### config.mk
export PLATFORM = sky130hd
export DESIGN_NAME = source_tokenizer
export DESIGN_NICKNAME = d
export VERILOG_FILES = /design/src/rtl/core/stok_pkg.sv /design/src/rtl/core/stok_lexer.sv /design/src/rtl/core/stok_outbuf.sv /design/src/rtl/core/source_tokenizer.sv
export SDC_FILE = /design/constraint.sdc
export NUM_CORES = 1
export LEC_CHECK = 0
export BUFFER_PORTS_ARGS = -buffer_cell sky130_fd_sc_hd__buf_4
export CORE_MARGIN = 2
export CORE_UTILIZATION = 40
export CTS_BUF_LIST = sky130_fd_sc_hd__clkbuf_4
export CTS_CLUSTER_DIAMETER = 30
export DETAILED_ROUTE_END_ITERATION = 10
export HOLD_SLACK_MARGIN = 0.06
export SYNTH_ARGS = -nofsm -noshare
export SYNTH_HDL_FRONTEND = slang
export SYNTH_HIERARCHICAL = 1
export SYNTH_SLANG_ARGS = --single-unit
export TNS_END_PERCENT = 100
### constraint.sdc
create_clock -name clk -period 6.01 [get_ports clk]
set_clock_uncertainty 0.05 [all_clocks]
set_input_delay 0.3005 -clock clk [delete_from_list [all_inputs] [get_ports clk]]
set_output_delay 0.3005 -clock clk [all_outputs]
set_load 0.005 [all_outputs]
### src/rtl/core/stok_pkg.sv
// Shared types, token codes and character tables for the source tokenizer.
package stok_pkg;

	// Default sizes
	localparam int IDENT_MAX_LEN_D  = 255;
	localparam int NUMBER_MAX_LEN_D = 63;
	localparam int STRING_MAX_LEN_D = 1023;
	localparam int LINE_BITS_D      = 20;
	localparam int COLUMN_BITS_D    = 16;

	// Token kinds
	localparam logic [5:0] K_PLUS      = 6'd15;
	localparam logic [5:0] K_MINUS     = 6'd16;
	localparam logic [5:0] K_STAR      = 6'd17;
	localparam logic [5:0] K_SLASH     = 6'd18;
	localparam logic [5:0] K_MOD       = 6'd19;
	localparam logic [5:0] K_EQEQ      = 6'd20;
	localparam logic [5:0] K_NEQ       = 6'd21;
	localparam logic [5:0] K_LT        = 6'd22;
	localparam logic [5:0] K_GT        = 6'd23;
	localparam logic [5:0] K_LTE       = 6'd24;
	localparam logic [5:0] K_GTE       = 6'd25;
	localparam logic [5:0] K_LPAREN    = 6'd26;
	localparam logic [5:0] K_RPAREN    = 6'd27;
	localparam logic [5:0] K_LBRACE    = 6'd28;
	localparam logic [5:0] K_RBRACE    = 6'd29;
	localparam logic [5:0] K_LBRACKET  = 6'd30;
	localparam logic [5:0] K_RBRACKET  = 6'd31;
	localparam logic [5:0] K_COLON     = 6'd32;
	localparam logic [5:0] K_COMMA     = 6'd33;
	localparam logic [5:0] K_ARROW     = 6'd34;
	localparam logic [5:0] K_ASSIGN    = 6'd35;
	localparam logic [5:0] K_SEMICOLON = 6'd36;
	localparam logic [5:0] K_IDENT     = 6'd37;
	localparam logic [5:0] K_NUMBER    = 6'd38;
	localparam logic [5:0] K_STRLIT    = 6'd39;
	localparam logic [5:0] K_NEWLINE   = 6'd41;
	localparam logic [5:0] K_EOF       = 6'd42;
	localparam logic [5:0] K_ERROR     = 6'd43;
	localparam logic [5:0] K_NONE      = 6'd63;

	// Error reasons
	localparam logic [1:0] R_NONE   = 2'd0;
	localparam logic [1:0] R_UNEXP  = 2'd1;
	localparam logic [1:0] R_UNTERM = 2'd2;
	localparam logic [1:0] R_LONG   = 2'd3;

	localparam int NUM_KW = 17;
	localparam int MAX_TOK = 3;

	// Keyword spellings, right aligned, with length and kind
	localparam logic [47:0] KW_TEXT [NUM_KW] = '{
		48'("let"), 48'("const"), 48'("func"), 48'("return"), 48'("if"),
		48'("else"), 48'("while"), 48'("for"), 48'("in"), 48'("range"),
		48'("int"), 48'("float"), 48'("bool"), 48'("string"), 48'("void"),
		48'("true"), 48'("false")
	};
	localparam logic [2:0] KW_LEN [NUM_KW] = '{
		3'd3, 3'd5, 3'd4, 3'd6, 3'd2, 3'd4, 3'd5, 3'd3, 3'd2,
		3'd5, 3'd3, 3'd5, 3'd4, 3'd6, 3'd4, 3'd4, 3'd5
	};
	localparam logic [5:0] KW_KIND [NUM_KW] = '{
		6'd0, 6'd1, 6'd2, 6'd3, 6'd4, 6'd5, 6'd6, 6'd7, 6'd8,
		6'd9, 6'd10, 6'd11, 6'd12, 6'd13, 6'd14, 6'd40, 6'd40
	};

	typedef enum logic [2:0] {
		M_IDLE, M_HELD, M_COMMENT, M_STRING, M_NUMBER, M_NUMDOT, M_IDENT
	} scan_mode_t;

	typedef struct packed {
		logic [7:0] char_byte;
		logic       end_of_text;
	} src_item_t;

	typedef struct packed {
		logic [5:0]  token_kind;
		logic [19:0] first_line;
		logic [15:0] start_column;
		logic [9:0]  value_length;
		logic [1:0]  error_reason;
		logic        last_of_run;
	} tok_item_t;

	// Tokens produced by one transfer
	typedef struct packed {
		tok_item_t [MAX_TOK-1:0] toks;
		logic [1:0]              count;
	} tok_run_t;

	function automatic logic is_digit(input logic [7:0] c);
		return (c >= "0") && (c <= "9");
	endfunction

	function automatic logic is_alpha(input logic [7:0] c);
		return ((c >= "a") && (c <= "z")) || ((c >= "A") && (c <= "Z"));
	endfunction

	function automatic logic is_word(input logic [7:0] c);
		return is_alpha(c) || is_digit(c) || (c == "_");
	endfunction

	function automatic logic [5:0] single_kind(input logic [7:0] c);
		logic [5:0] k;
		case (c)
			"+": k = K_PLUS;
			"-": k = K_MINUS;
			"*": k = K_STAR;
			"/": k = K_SLASH;
			"%": k = K_MOD;
			"=": k = K_ASSIGN;
			"<": k = K_LT;
			">": k = K_GT;
			"(": k = K_LPAREN;
			")": k = K_RPAREN;
			"{": k = K_LBRACE;
			"}": k = K_RBRACE;
			"[": k = K_LBRACKET;
			"]": k = K_RBRACKET;
			":": k = K_COLON;
			",": k = K_COMMA;
			";": k = K_SEMICOLON;
			default: k = K_ERROR;
		endcase
		return k;
	endfunction

	function automatic logic [5:0] pair_kind(input logic [7:0] h, input logic [7:0] c);
		logic [5:0] k;
		k = K_NONE;
		if (h == "-" && c == ">") k = K_ARROW;
		else if (c == "=") begin
			if (h == "=") k = K_EQEQ;
			else if (h == "!") k = K_NEQ;
			else if (h == "<") k = K_LTE;
			else if (h == ">") k = K_GTE;
		end
		return k;
	endfunction

	// Drop keywords that do not match character c at position p
	function automatic logic [NUM_KW-1:0] kw_filter(input logic [NUM_KW-1:0] hits,
			input logic [9:0] p, input logic [7:0] c);
		logic [NUM_KW-1:0] h;
		h = hits;
		for (int k = 0; k < NUM_KW; k++) begin
			if (p >= 10'(KW_LEN[k])) h[k] = 1'b0;
			else if (c != KW_TEXT[k][8*(int'(KW_LEN[k]) - 1 - int'(p[2:0])) +: 8])
				h[k] = 1'b0;
		end
		return h;
	endfunction

	function automatic logic [5:0] ident_kind(input logic [NUM_KW-1:0] hits,
			input logic [9:0] len);
		logic [5:0] k;
		k = K_IDENT;
		for (int i = NUM_KW - 1; i >= 0; i--)
			if (hits[i] && len == 10'(KW_LEN[i])) k = KW_KIND[i];
		return k;
	endfunction

endpackage

### src/rtl/core/stok_lexer.sv
// Scanner state and single-pass token logic for one source byte.
module stok_lexer import stok_pkg::*; #(
	parameter int IDENT_MAX_LEN  = IDENT_MAX_LEN_D,
	parameter int NUMBER_MAX_LEN = NUMBER_MAX_LEN_D,
	parameter int STRING_MAX_LEN = STRING_MAX_LEN_D,
	parameter int LINE_BITS      = LINE_BITS_D,
	parameter int COLUMN_BITS    = COLUMN_BITS_D
) (
	input  logic      clk,
	input  logic      arst_n,
	input  logic      accept,
	input  src_item_t din,
	output tok_run_t  run
);

	localparam int CSW = ((COLUMN_BITS > 10) ? COLUMN_BITS : 10) + 1;

	scan_mode_t               mode_q, nmode;
	logic [7:0]               held_q, nheld;
	logic [9:0]               cnt_q, ncnt;
	logic                     dot_q, ndot;
	logic [NUM_KW-1:0]        hits_q, nhits;
	logic [LINE_BITS-1:0]     line_q, nline, tline_q, ntline;
	logic [COLUMN_BITS-1:0]   col_q, ncol, tcol_q, ntcol;
	logic                     fin_q, nfin;
	tok_item_t [MAX_TOK-1:0]  toks;
	logic [1:0]               n;
	logic                     restart;
	logic [7:0]               c;
	logic [5:0]               k;
	logic [CSW-1:0]           dsum;
	logic [COLUMN_BITS-1:0]   dcol;

	function automatic tok_item_t mk_tok(input logic [5:0] kind,
			input logic [LINE_BITS-1:0] ln, input logic [COLUMN_BITS-1:0] cl,
			input logic [9:0] len, input logic [1:0] why);
		tok_item_t t;
		t.token_kind   = kind;
		t.first_line   = 20'(ln);
		t.start_column = 16'(cl);
		t.value_length = len;
		t.error_reason = why;
		t.last_of_run  = 1'b0;
		return t;
	endfunction

	// Column of a dot that follows a number, saturating
	always_comb begin
		dsum = CSW'(tcol_q) + CSW'(cnt_q);
		if (dsum > CSW'({COLUMN_BITS{1'b1}})) dcol = '1;
		else dcol = COLUMN_BITS'(dsum);
	end

	// Resolve the pending token, restart on the byte, advance position
	always_comb begin
		nmode   = mode_q;
		nheld   = held_q;
		ncnt    = cnt_q;
		ndot    = dot_q;
		nhits   = hits_q;
		nline   = line_q;
		ncol    = col_q;
		ntline  = tline_q;
		ntcol   = tcol_q;
		nfin    = fin_q;
		toks    = '0;
		n       = 2'd0;
		restart = 1'b0;
		k       = K_NONE;
		c       = din.char_byte;
		if (accept && !fin_q) begin
			if (din.end_of_text || c == 8'd0) begin
				case (mode_q)
					M_HELD: begin
						k = single_kind(held_q);
						toks[n] = mk_tok(k, tline_q, tcol_q, 10'd1,
							(k == K_ERROR) ? R_UNEXP : R_NONE);
						n = n + 2'd1;
					end
					M_STRING: begin
						toks[n] = mk_tok(K_ERROR, tline_q, tcol_q, 10'd0, R_UNTERM);
						n = n + 2'd1;
					end
					M_NUMBER: begin
						toks[n] = mk_tok(K_NUMBER, tline_q, tcol_q, cnt_q, R_NONE);
						n = n + 2'd1;
					end
					M_NUMDOT: begin
						toks[n] = mk_tok(K_NUMBER, tline_q, tcol_q, cnt_q, R_NONE);
						n = n + 2'd1;
						toks[n] = mk_tok(K_ERROR, tline_q, dcol, 10'd1, R_UNEXP);
						n = n + 2'd1;
					end
					M_IDENT: begin
						toks[n] = mk_tok(ident_kind(hits_q, cnt_q), tline_q, tcol_q,
							cnt_q, R_NONE);
						n = n + 2'd1;
					end
					default: ;
				endcase
				nmode = M_IDLE;
				toks[n] = mk_tok(K_EOF, line_q, col_q, 10'd0, R_NONE);
				n = n + 2'd1;
				nfin = 1'b1;
			end else begin
				case (mode_q)
					M_HELD: begin
						nmode = M_IDLE;
						k = pair_kind(held_q, c);
						if (held_q == "/" && c == "/") nmode = M_COMMENT;
						else if (k != K_NONE) begin
							toks[n] = mk_tok(k, tline_q, tcol_q, 10'd2, R_NONE);
							n = n + 2'd1;
						end else begin
							k = single_kind(held_q);
							toks[n] = mk_tok(k, tline_q, tcol_q, 10'd1,
								(k == K_ERROR) ? R_UNEXP : R_NONE);
							n = n + 2'd1;
							restart = 1'b1;
						end
					end
					M_COMMENT: begin
						if (c == 8'h0A) begin
							nmode = M_IDLE;
							restart = 1'b1;
						end
					end
					M_STRING: begin
						if (c == "\"") begin
							toks[n] = mk_tok(K_STRLIT, tline_q, tcol_q, cnt_q, R_NONE);
							n = n + 2'd1;
							nmode = M_IDLE;
						end else if (cnt_q >= 10'(STRING_MAX_LEN)) begin
							toks[n] = mk_tok(K_ERROR, tline_q, tcol_q, 10'd0, R_LONG);
							n = n + 2'd1;
							nmode = M_IDLE;
							restart = 1'b1;
						end else begin
							ncnt = cnt_q + 10'd1;
						end
					end
					M_NUMBER: begin
						if (is_digit(c) && cnt_q < 10'(NUMBER_MAX_LEN)) begin
							ncnt = cnt_q + 10'd1;
						end else if (c == "." && !dot_q && cnt_q < 10'(NUMBER_MAX_LEN)) begin
							nmode = M_NUMDOT;
						end else begin
							toks[n] = mk_tok(K_NUMBER, tline_q, tcol_q, cnt_q, R_NONE);
							n = n + 2'd1;
							nmode = M_IDLE;
							restart = 1'b1;
						end
					end
					M_NUMDOT: begin
						if (is_digit(c)) begin
							ndot  = 1'b1;
							nmode = M_NUMBER;
							if (cnt_q + 10'd1 >= 10'(NUMBER_MAX_LEN)) begin
								toks[n] = mk_tok(K_NUMBER, tline_q, tcol_q, cnt_q + 10'd1,
									R_NONE);
								n = n + 2'd1;
								ncnt = cnt_q + 10'd1;
								nmode = M_IDLE;
								restart = 1'b1;
							end else begin
								ncnt = cnt_q + 10'd2;
							end
						end else begin
							toks[n] = mk_tok(K_NUMBER, tline_q, tcol_q, cnt_q, R_NONE);
							n = n + 2'd1;
							toks[n] = mk_tok(K_ERROR, tline_q, dcol, 10'd1, R_UNEXP);
							n = n + 2'd1;
							nmode = M_IDLE;
							restart = 1'b1;
						end
					end
					M_IDENT: begin
						if (is_word(c) && cnt_q < 10'(IDENT_MAX_LEN)) begin
							nhits = kw_filter(hits_q, cnt_q, c);
							ncnt  = cnt_q + 10'd1;
						end else begin
							toks[n] = mk_tok(ident_kind(hits_q, cnt_q), tline_q, tcol_q,
								cnt_q, R_NONE);
							n = n + 2'd1;
							nmode = M_IDLE;
							restart = 1'b1;
						end
					end
					default: begin
						nmode = M_IDLE;
						restart = 1'b1;
					end
				endcase

				// Lex the byte afresh
				if (restart && !(c == " " || c == 8'h09 || c == 8'h0D)) begin
					if (c == 8'h0A) begin
						toks[n] = mk_tok(K_NEWLINE, line_q, col_q, 10'd1, R_NONE);
						n = n + 2'd1;
					end else begin
						ntline = line_q;
						ntcol  = col_q;
						if (c == "\"") begin
							nmode = M_STRING;
							ncnt  = 10'd0;
						end else if (is_digit(c)) begin
							nmode = M_NUMBER;
							ncnt  = 10'd1;
							ndot  = 1'b0;
						end else if (is_alpha(c) || c == "_") begin
							nmode = M_IDENT;
							nhits = kw_filter('1, 10'd0, c);
							ncnt  = 10'd1;
						end else if (c == "-" || c == "=" || c == "!" || c == "<" ||
								c == ">" || c == "/") begin
							nmode = M_HELD;
							nheld = c;
						end else begin
							k = single_kind(c);
							toks[n] = mk_tok(k, line_q, col_q, 10'd1,
								(k == K_ERROR) ? R_UNEXP : R_NONE);
							n = n + 2'd1;
						end
					end
				end

				// Advance line and column, saturating
				if (c == 8'h0A) begin
					if (line_q != '1) nline = line_q + 1'b1;
					ncol = COLUMN_BITS'(1);
				end else if (col_q != '1) begin
					ncol = col_q + 1'b1;
				end
			end
			if (n != 2'd0) toks[n - 2'd1].last_of_run = 1'b1;
		end
		run.toks  = toks;
		run.count = n;
	end

	// Hold scanner state between transfers
	always_ff @(posedge clk or negedge arst_n) begin
		if (!arst_n) begin
			mode_q  <= M_IDLE;
			held_q  <= '0;
			cnt_q   <= '0;
			dot_q   <= 1'b0;
			hits_q  <= '1;
			line_q  <= LINE_BITS'(1);
			col_q   <= COLUMN_BITS'(1);
			tline_q <= LINE_BITS'(1);
			tcol_q  <= COLUMN_BITS'(1);
			fin_q   <= 1'b0;
		end else if (accept) begin
			mode_q  <= nmode;
			held_q  <= nheld;
			cnt_q   <= ncnt;
			dot_q   <= ndot;
			hits_q  <= nhits;
			line_q  <= nline;
			col_q   <= ncol;
			tline_q <= ntline;
			tcol_q  <= ntcol;
			fin_q   <= nfin;
		end
	end

	a_fin_sticky: assert property (@(posedge clk) disable iff (!arst_n)
		fin_q |=> fin_q) else $error("finished flag cleared");
	a_fin_idle: assert property (@(posedge clk) disable iff (!arst_n)
		fin_q |-> mode_q == M_IDLE) else $error("scanner active after EOF");
	a_eot_fin: assert property (@(posedge clk) disable iff (!arst_n)
		(accept && din.end_of_text) |=> fin_q) else $error("end of text not latched");
	a_no_run_after_fin: assert property (@(posedge clk) disable iff (!arst_n)
		fin_q |-> run.count == 2'd0) else $error("tokens after EOF");

endmodule

### src/rtl/core/stok_outbuf.sv
// Three-entry result buffer that drains the tokens of one transfer.
module stok_outbuf import stok_pkg::*; (
	input  logic      clk,
	input  logic      arst_n,
	input  logic      push,
	input  tok_run_t  run,
	output logic      room,
	output logic      valid,
	input  logic      stall,
	output tok_item_t data
);

	tok_item_t [MAX_TOK-1:0] buf_q;
	logic [1:0]              cnt_q;
	logic                    pop;

	assign valid = cnt_q != 2'd0;
	assign pop   = valid && !stall;
	assign room  = (cnt_q == 2'd0) || (cnt_q == 2'd1 && pop);
	assign data  = buf_q[0];

	// Load a whole run or shift out the head
	always_ff @(posedge clk) begin
		if (push) buf_q <= run.toks;
		else if (pop) buf_q <= {buf_q[MAX_TOK-1], buf_q[MAX_TOK-1:1]};
	end

	always_ff @(posedge clk or negedge arst_n) begin
		if (!arst_n) cnt_q <= 2'd0;
		else if (push) cnt_q <= run.count;
		else if (pop) cnt_q <= cnt_q - 2'd1;
	end

	a_last_tail: assert property (@(posedge clk) disable iff (!arst_n)
		cnt_q == 2'd1 |-> buf_q[0].last_of_run) else $error("run tail lacks last flag");
	a_push_room: assert property (@(posedge clk) disable iff (!arst_n)
		push |-> room) else $error("run loaded over pending tokens");
	a_hold_stalled: assert property (@(posedge clk) disable iff (!arst_n)
		(valid && stall) |=> (valid && $stable(data))) else $error("stalled token changed");

endmodule

### src/rtl/core/source_tokenizer.sv
// Top level of the streaming source tokenizer.
// Usage:
//   src channel: one source byte per transfer (src_valid/src_stall/src_data).
//   A zero byte or end_of_text ends the text: pending tokens, then EOF.
//   tok channel: one token per transfer (tok_valid/tok_stall/tok_data);
//   last_of_run marks the final token caused by one source byte.
// Output: a byte's first token shows the cycle after the byte is taken.
// Throughput: one byte per cycle while tok_stall is low and no byte
//   yields more than one token. A byte that yields two or three tokens
//   holds src_stall while the three-entry result buffer drains; the
//   buffer accepts a new byte in the cycle its last token is taken.
// Reset: the scanner returns to line 1, column 1 with no token pending and
//   the result buffer empties. After EOF, bytes are taken and dropped
//   until the next reset.
// Stall: while tok_stall is high the head token holds and src_stall rises
//   whenever the buffer holds a token that is not taken in that cycle.
module source_tokenizer import stok_pkg::*; #(
	parameter int IDENT_MAX_LEN  = IDENT_MAX_LEN_D,
	parameter int NUMBER_MAX_LEN = NUMBER_MAX_LEN_D,
	parameter int STRING_MAX_LEN = STRING_MAX_LEN_D,
	parameter int LINE_BITS      = LINE_BITS_D,
	parameter int COLUMN_BITS    = COLUMN_BITS_D
) (
	input  logic      clk,
	input  logic      arst_n,
	input  logic      src_valid,
	output logic      src_stall,
	input  src_item_t src_data,
	output logic      tok_valid,
	input  logic      tok_stall,
	output tok_item_t tok_data
);

	logic     accept;
	logic     room;
	tok_run_t run;

	assign src_stall = !room;
	assign accept    = src_valid && room;

	stok_lexer #(
		.IDENT_MAX_LEN (IDENT_MAX_LEN),
		.NUMBER_MAX_LEN(NUMBER_MAX_LEN),
		.STRING_MAX_LEN(STRING_MAX_LEN),
		.LINE_BITS     (LINE_BITS),
		.COLUMN_BITS   (COLUMN_BITS)
	) u_lexer (
		.clk   (clk),
		.arst_n(arst_n),
		.accept(accept),
		.din   (src_data),
		.run   (run)
	);

	stok_outbuf u_outbuf (
		.clk   (clk),
		.arst_n(arst_n),
		.push  (accept),
		.run   (run),
		.room  (room),
		.valid (tok_valid),
		.stall (tok_stall),
		.data  (tok_data)
	);

endmodule
==> flow_summary_export.csv <==
group,metric,value,unit
setup_path,crit_family,"compound AO/OA/AOI/OAI gates",
floorplanning,start_util,40.5,%
sta,fmax,0.179,GHz
setup_path,crit_buf_inv,6,
finish,synthToLayoutAreaGrowth,9.41,%
synthesis,synth_mux_area_share,7.23,%
synthesis,ys_seq_area_share,39.5,%
drt,route.vias.total,17600,
clock_tree,cts.sinks,279,
sta,min_period_over_period,93.1,%
floorplanning,die-width,227,um
synthesis,synth_compound_area_share,20.4,%
finish,fill_cells,4806,
sta,max-slew-margin-rel,19.4,%
setup_path,start_kind,"register",
clock_tree,cts_tree,"yes",
min_path,hold_depth,5,
floorplanning,coreArea,49000,um^2
job,cap_violations,0,
setup_path,rr_worst_depth,19,
clock_tree,cts_resized,0,
pwr,power.density,373,nW/um^2
setup_path,cpPeakStageDelay,0.60,ns
sta,setup_viol,0,
setup_path,reg2reg_from,"u_lexer/cnt_q[0]",
synthesis,synthCells,2197,
clock_tree,clk-insertion-delay-late,0.84,ns
clock_tree,cts.clk_slew.worst_paths,0.06,ns
drt,drc_errors,0,
sta,finalSetupTns,0,ns
synthesis,synthArstFlopShare,40.9,%
global_route,track_usage,24.7,%
floorplanning,pin_count,70,
placed_design,dp_hpwl,42400,um
placed_design,port_buffers,69,
setup_path,critPathKind,"register to register",
finish,seqCellArea,7830,um^2
global_route,antenna_found_initial,1,
synthesis,avgSynthCellArea,9.03,um^2
drt,ant_nets,0,
finish,multiInputGateArea,10600,um^2
setup_path,cp_max_fo,35,
sta,worst_pin_slew,1.20,ns
pwr,ir_worst_vdd,0.562,mV
setup_path,rrSetupSlack,0.42,ns
drt,first_pass_iters,6,
drt,viasPerCell,6.02,
synthesis,synth_cell_types,89,
synthesis,synth_top_family_by_area,"compound AO/OA/AOI/OAI gates",
global_route,grt-ovfl-total,0,
drt,postRouteWirelength,63900,um
drt,drt_iter0_markers,2019,
finish,nNetsFinal,2230,
sta,hold_slack,0.141,ns
finish,most-common-layout-cells,"nand2_1 (265), edfxtp_1 (165), o21ai_0 (134)",
global_route,first_global_vias,16700,
sta,finalHoldViolations,0,
synthesis,syn-cell-area,19800,um^2
floorplanning,die_h,227,um
synthesis,synthSimpleGateAreaFrac,20.0,%
setup_path,required,6.45,ns
min_path,hold_path.class,"primary input to register",
floorplanning,rows,81,
clock_tree,ctsRootBufferMaster,"clkbuf_4",
pwr,p_leak,0.00861,uW
finish,drive_gt1_share,20.0,%
clock_tree,htreeDepth,3,
setup_path,critPathCaptureType,"register",
status,status,"complete, no violations",
floorplanning,dieArea,51400,um^2
synthesis,ys_warn_count,6,
setup_path,cpMaxStageDelayCell,"dfrtp_1",
min_path,hp-start,"src_data[0]",
clock_tree,cts-buffers-inserted,83,
synthesis,synth-edff-count,165,
min_path,holdPathEnd,"u_lexer/mode_q[0]",
sta,rsz0062_at_grt,"false",
setup_path,worst-endpoint-arrival,6.04,ns
setup_path,crit_path_cell_trace,"ha_1 > buf_4 > nand4_1 > nor3_1 > o32a_1 > and2_0 > inv_1 > a2111oi_4 > buf_4 > ha_1 > inv_1 > nor3_1 > buf_4 > o211ai_2 > and3_1 > a22o_1 > buf_4 > a22o_1 > mux2_2",
sta,slew_violations,0,
synthesis,yosys_most_used_dff,"edfxtp_1",
synthesis,synthAdderAreaFrac,2.06,%
global_route,grt_pass1_wl,98200,um
clock_tree,clock_path_buffers,3,
synthesis,synth_xor_area_share,3.13,%
placed_design,place_congestion,0.986,
synthesis,ys_seq_elements,279,
global_route,grt_max_degree,186,
finish,final_common_cell,"nand2_1",
sta,min_period,5.59,ns
drt,wl_per_cell,21.9,um
setup_path,r2r-end,"u_outbuf/data[46]",
setup_path,crit_path_frequent_cell,"buf_4",
==> how the worst max path moves through the flow <==
| stage | slack (ns) | cells after the start | start | end |
|---|---|---|---|---|
| 5_1_grt | 0.15 | 19 | u_lexer/cnt_q[0] | u_outbuf/data[46] |
| 6_report | 0.42 | 19 | u_lexer/cnt_q[0] | u_outbuf/data[46] |
| 3_5_place_dp | 0.56 | 18 | src_data[4] | u_outbuf/data[33] |
| 4_1_cts | 0.58 | 19 | u_lexer/cnt_q[0] | u_outbuf/data[46] |
| 2_1_floorplan | 0.87 | 22 | u_lexer/cnt_q[0] | u_outbuf/data[29] |
| 3_3_place_gp | 0.66 | 18 | src_data[5] | u_outbuf/data[33] |
==> per-stage QoR <==
step	total power [uW]	worst slack [ns]	area [um^2]	instances	util, %
detailed placement	6130	0.563	20500	2754	41.8
CTS	8140	0.579	21700	2917	44.3
floorplan	5270	0.868	19900	2216	-
finish	8100	0.416	21700	2919	44.4
global placement	6100	0.657	20500	2754	41.8
global route	8570	0.151	21700	2919	44.4
==> power breakdown <==
part           switching, uW  internal (uW)  total (uW)  leakage, uW
Clock                    900           1040        1940     0.000676
Combinational           1900           1200        3100      0.00477
Sequential               254           2800        3060      0.00316
Total                   3060           5040        8100      0.00861
==> per-layer routing <==
layer  global-route usage (%)  wire length (um)  vias up
met5                        0                 0        -
li1                         -                 -     8032
met4                     9.55              2180        0
met2                     36.5             27500      854
met1                     35.2             28800     8515
met3                     5.30              5410      179
==> layout make-up <==
cell class	count	share of cell area [%]
diodes	2	0.0231
clock buffers	123	4.25
clock inverters	30	0.985
inverters	40	0.692
multi-input cells	1639	49.0
flip-flops and latches	279	36.1
well taps	664	3.83
repair buffers	142	5.19
==> cells in the mapped netlist (all sizes together), types with 19 or more instances <==
master,n,area (um^2)
a211oi,21,158
a21oi,109,549
a221oi,19,166
a22o,73,639
a31oi,40,250
and2,109,682
and3,32,200
buf,114,822
clkbuf,144,541
dfrtp,93,2330
dfstp,21,552
edfxtp,165,4950
ha,31,388
inv,37,139
mux2,119,1360
nand2,265,995
nand2b,26,163
nand3,43,215
nand4,29,181
nor2,130,488
nor2b,25,156
nor3,58,290
o21ai,139,696
o22ai,24,156
xnor2,43,377
xor2,28,245
==> registers in the layout, indices dropped and copies added, names as in the netlist <==
register	count
u_lexer/line_q	20
u_lexer/mode_q	3
u_lexer/tline_q	20
u_lexer/col_q	16
u_outbuf/buf_q	110
u_lexer/hits_q	17
u_lexer/dot_q	1
u_lexer/cnt_q	10
u_lexer/fin_q	1
u_lexer/held_q	8
u_outbuf/cnt_q	2
u_lexer/tcol_q	16
u_outbuf/data	55
==> worst register-to-register path, cell delays in order (launching register included) <==
cell       delay (ns)
dfrtp_1          0.60
ha_1             0.49
buf_4            0.23
nand4_1          0.18
nor3_1           0.20
o32a_1           0.35
and2_0           0.23
inv_1            0.10
a2111oi_4        0.28
buf_4            0.18
ha_1             0.15
inv_1            0.07
nor3_1           0.18
buf_4            0.16
o211ai_2         0.30
and3_1           0.42
a22o_1           0.27
buf_4            0.31
a22o_1           0.25
mux2_2           0.27
==> cells by family (layout without fill, tap and decap cells) <==
family / Yosys count / count (layout)
AND/OR/NAND/NOR: 798 / 798
other: 1 / 22
adder cells (fa/ha/maj): 32 / 32
AO/OA/AOI/OAI: 591 / 591
multiplexers: 127 / 127
buffers and inverters: 298 / 335
XOR/XNOR: 71 / 71
flip-flops: 279 / 279
==> repair_timing <==
action	in CTS	in global routing
endpoints found under the setup margin	0	0
hold buffers	10	0
endpoints found under the hold margin	71	0
buffers inserted	0	0
No activity file was read; power rests on OpenSTA's default activity.
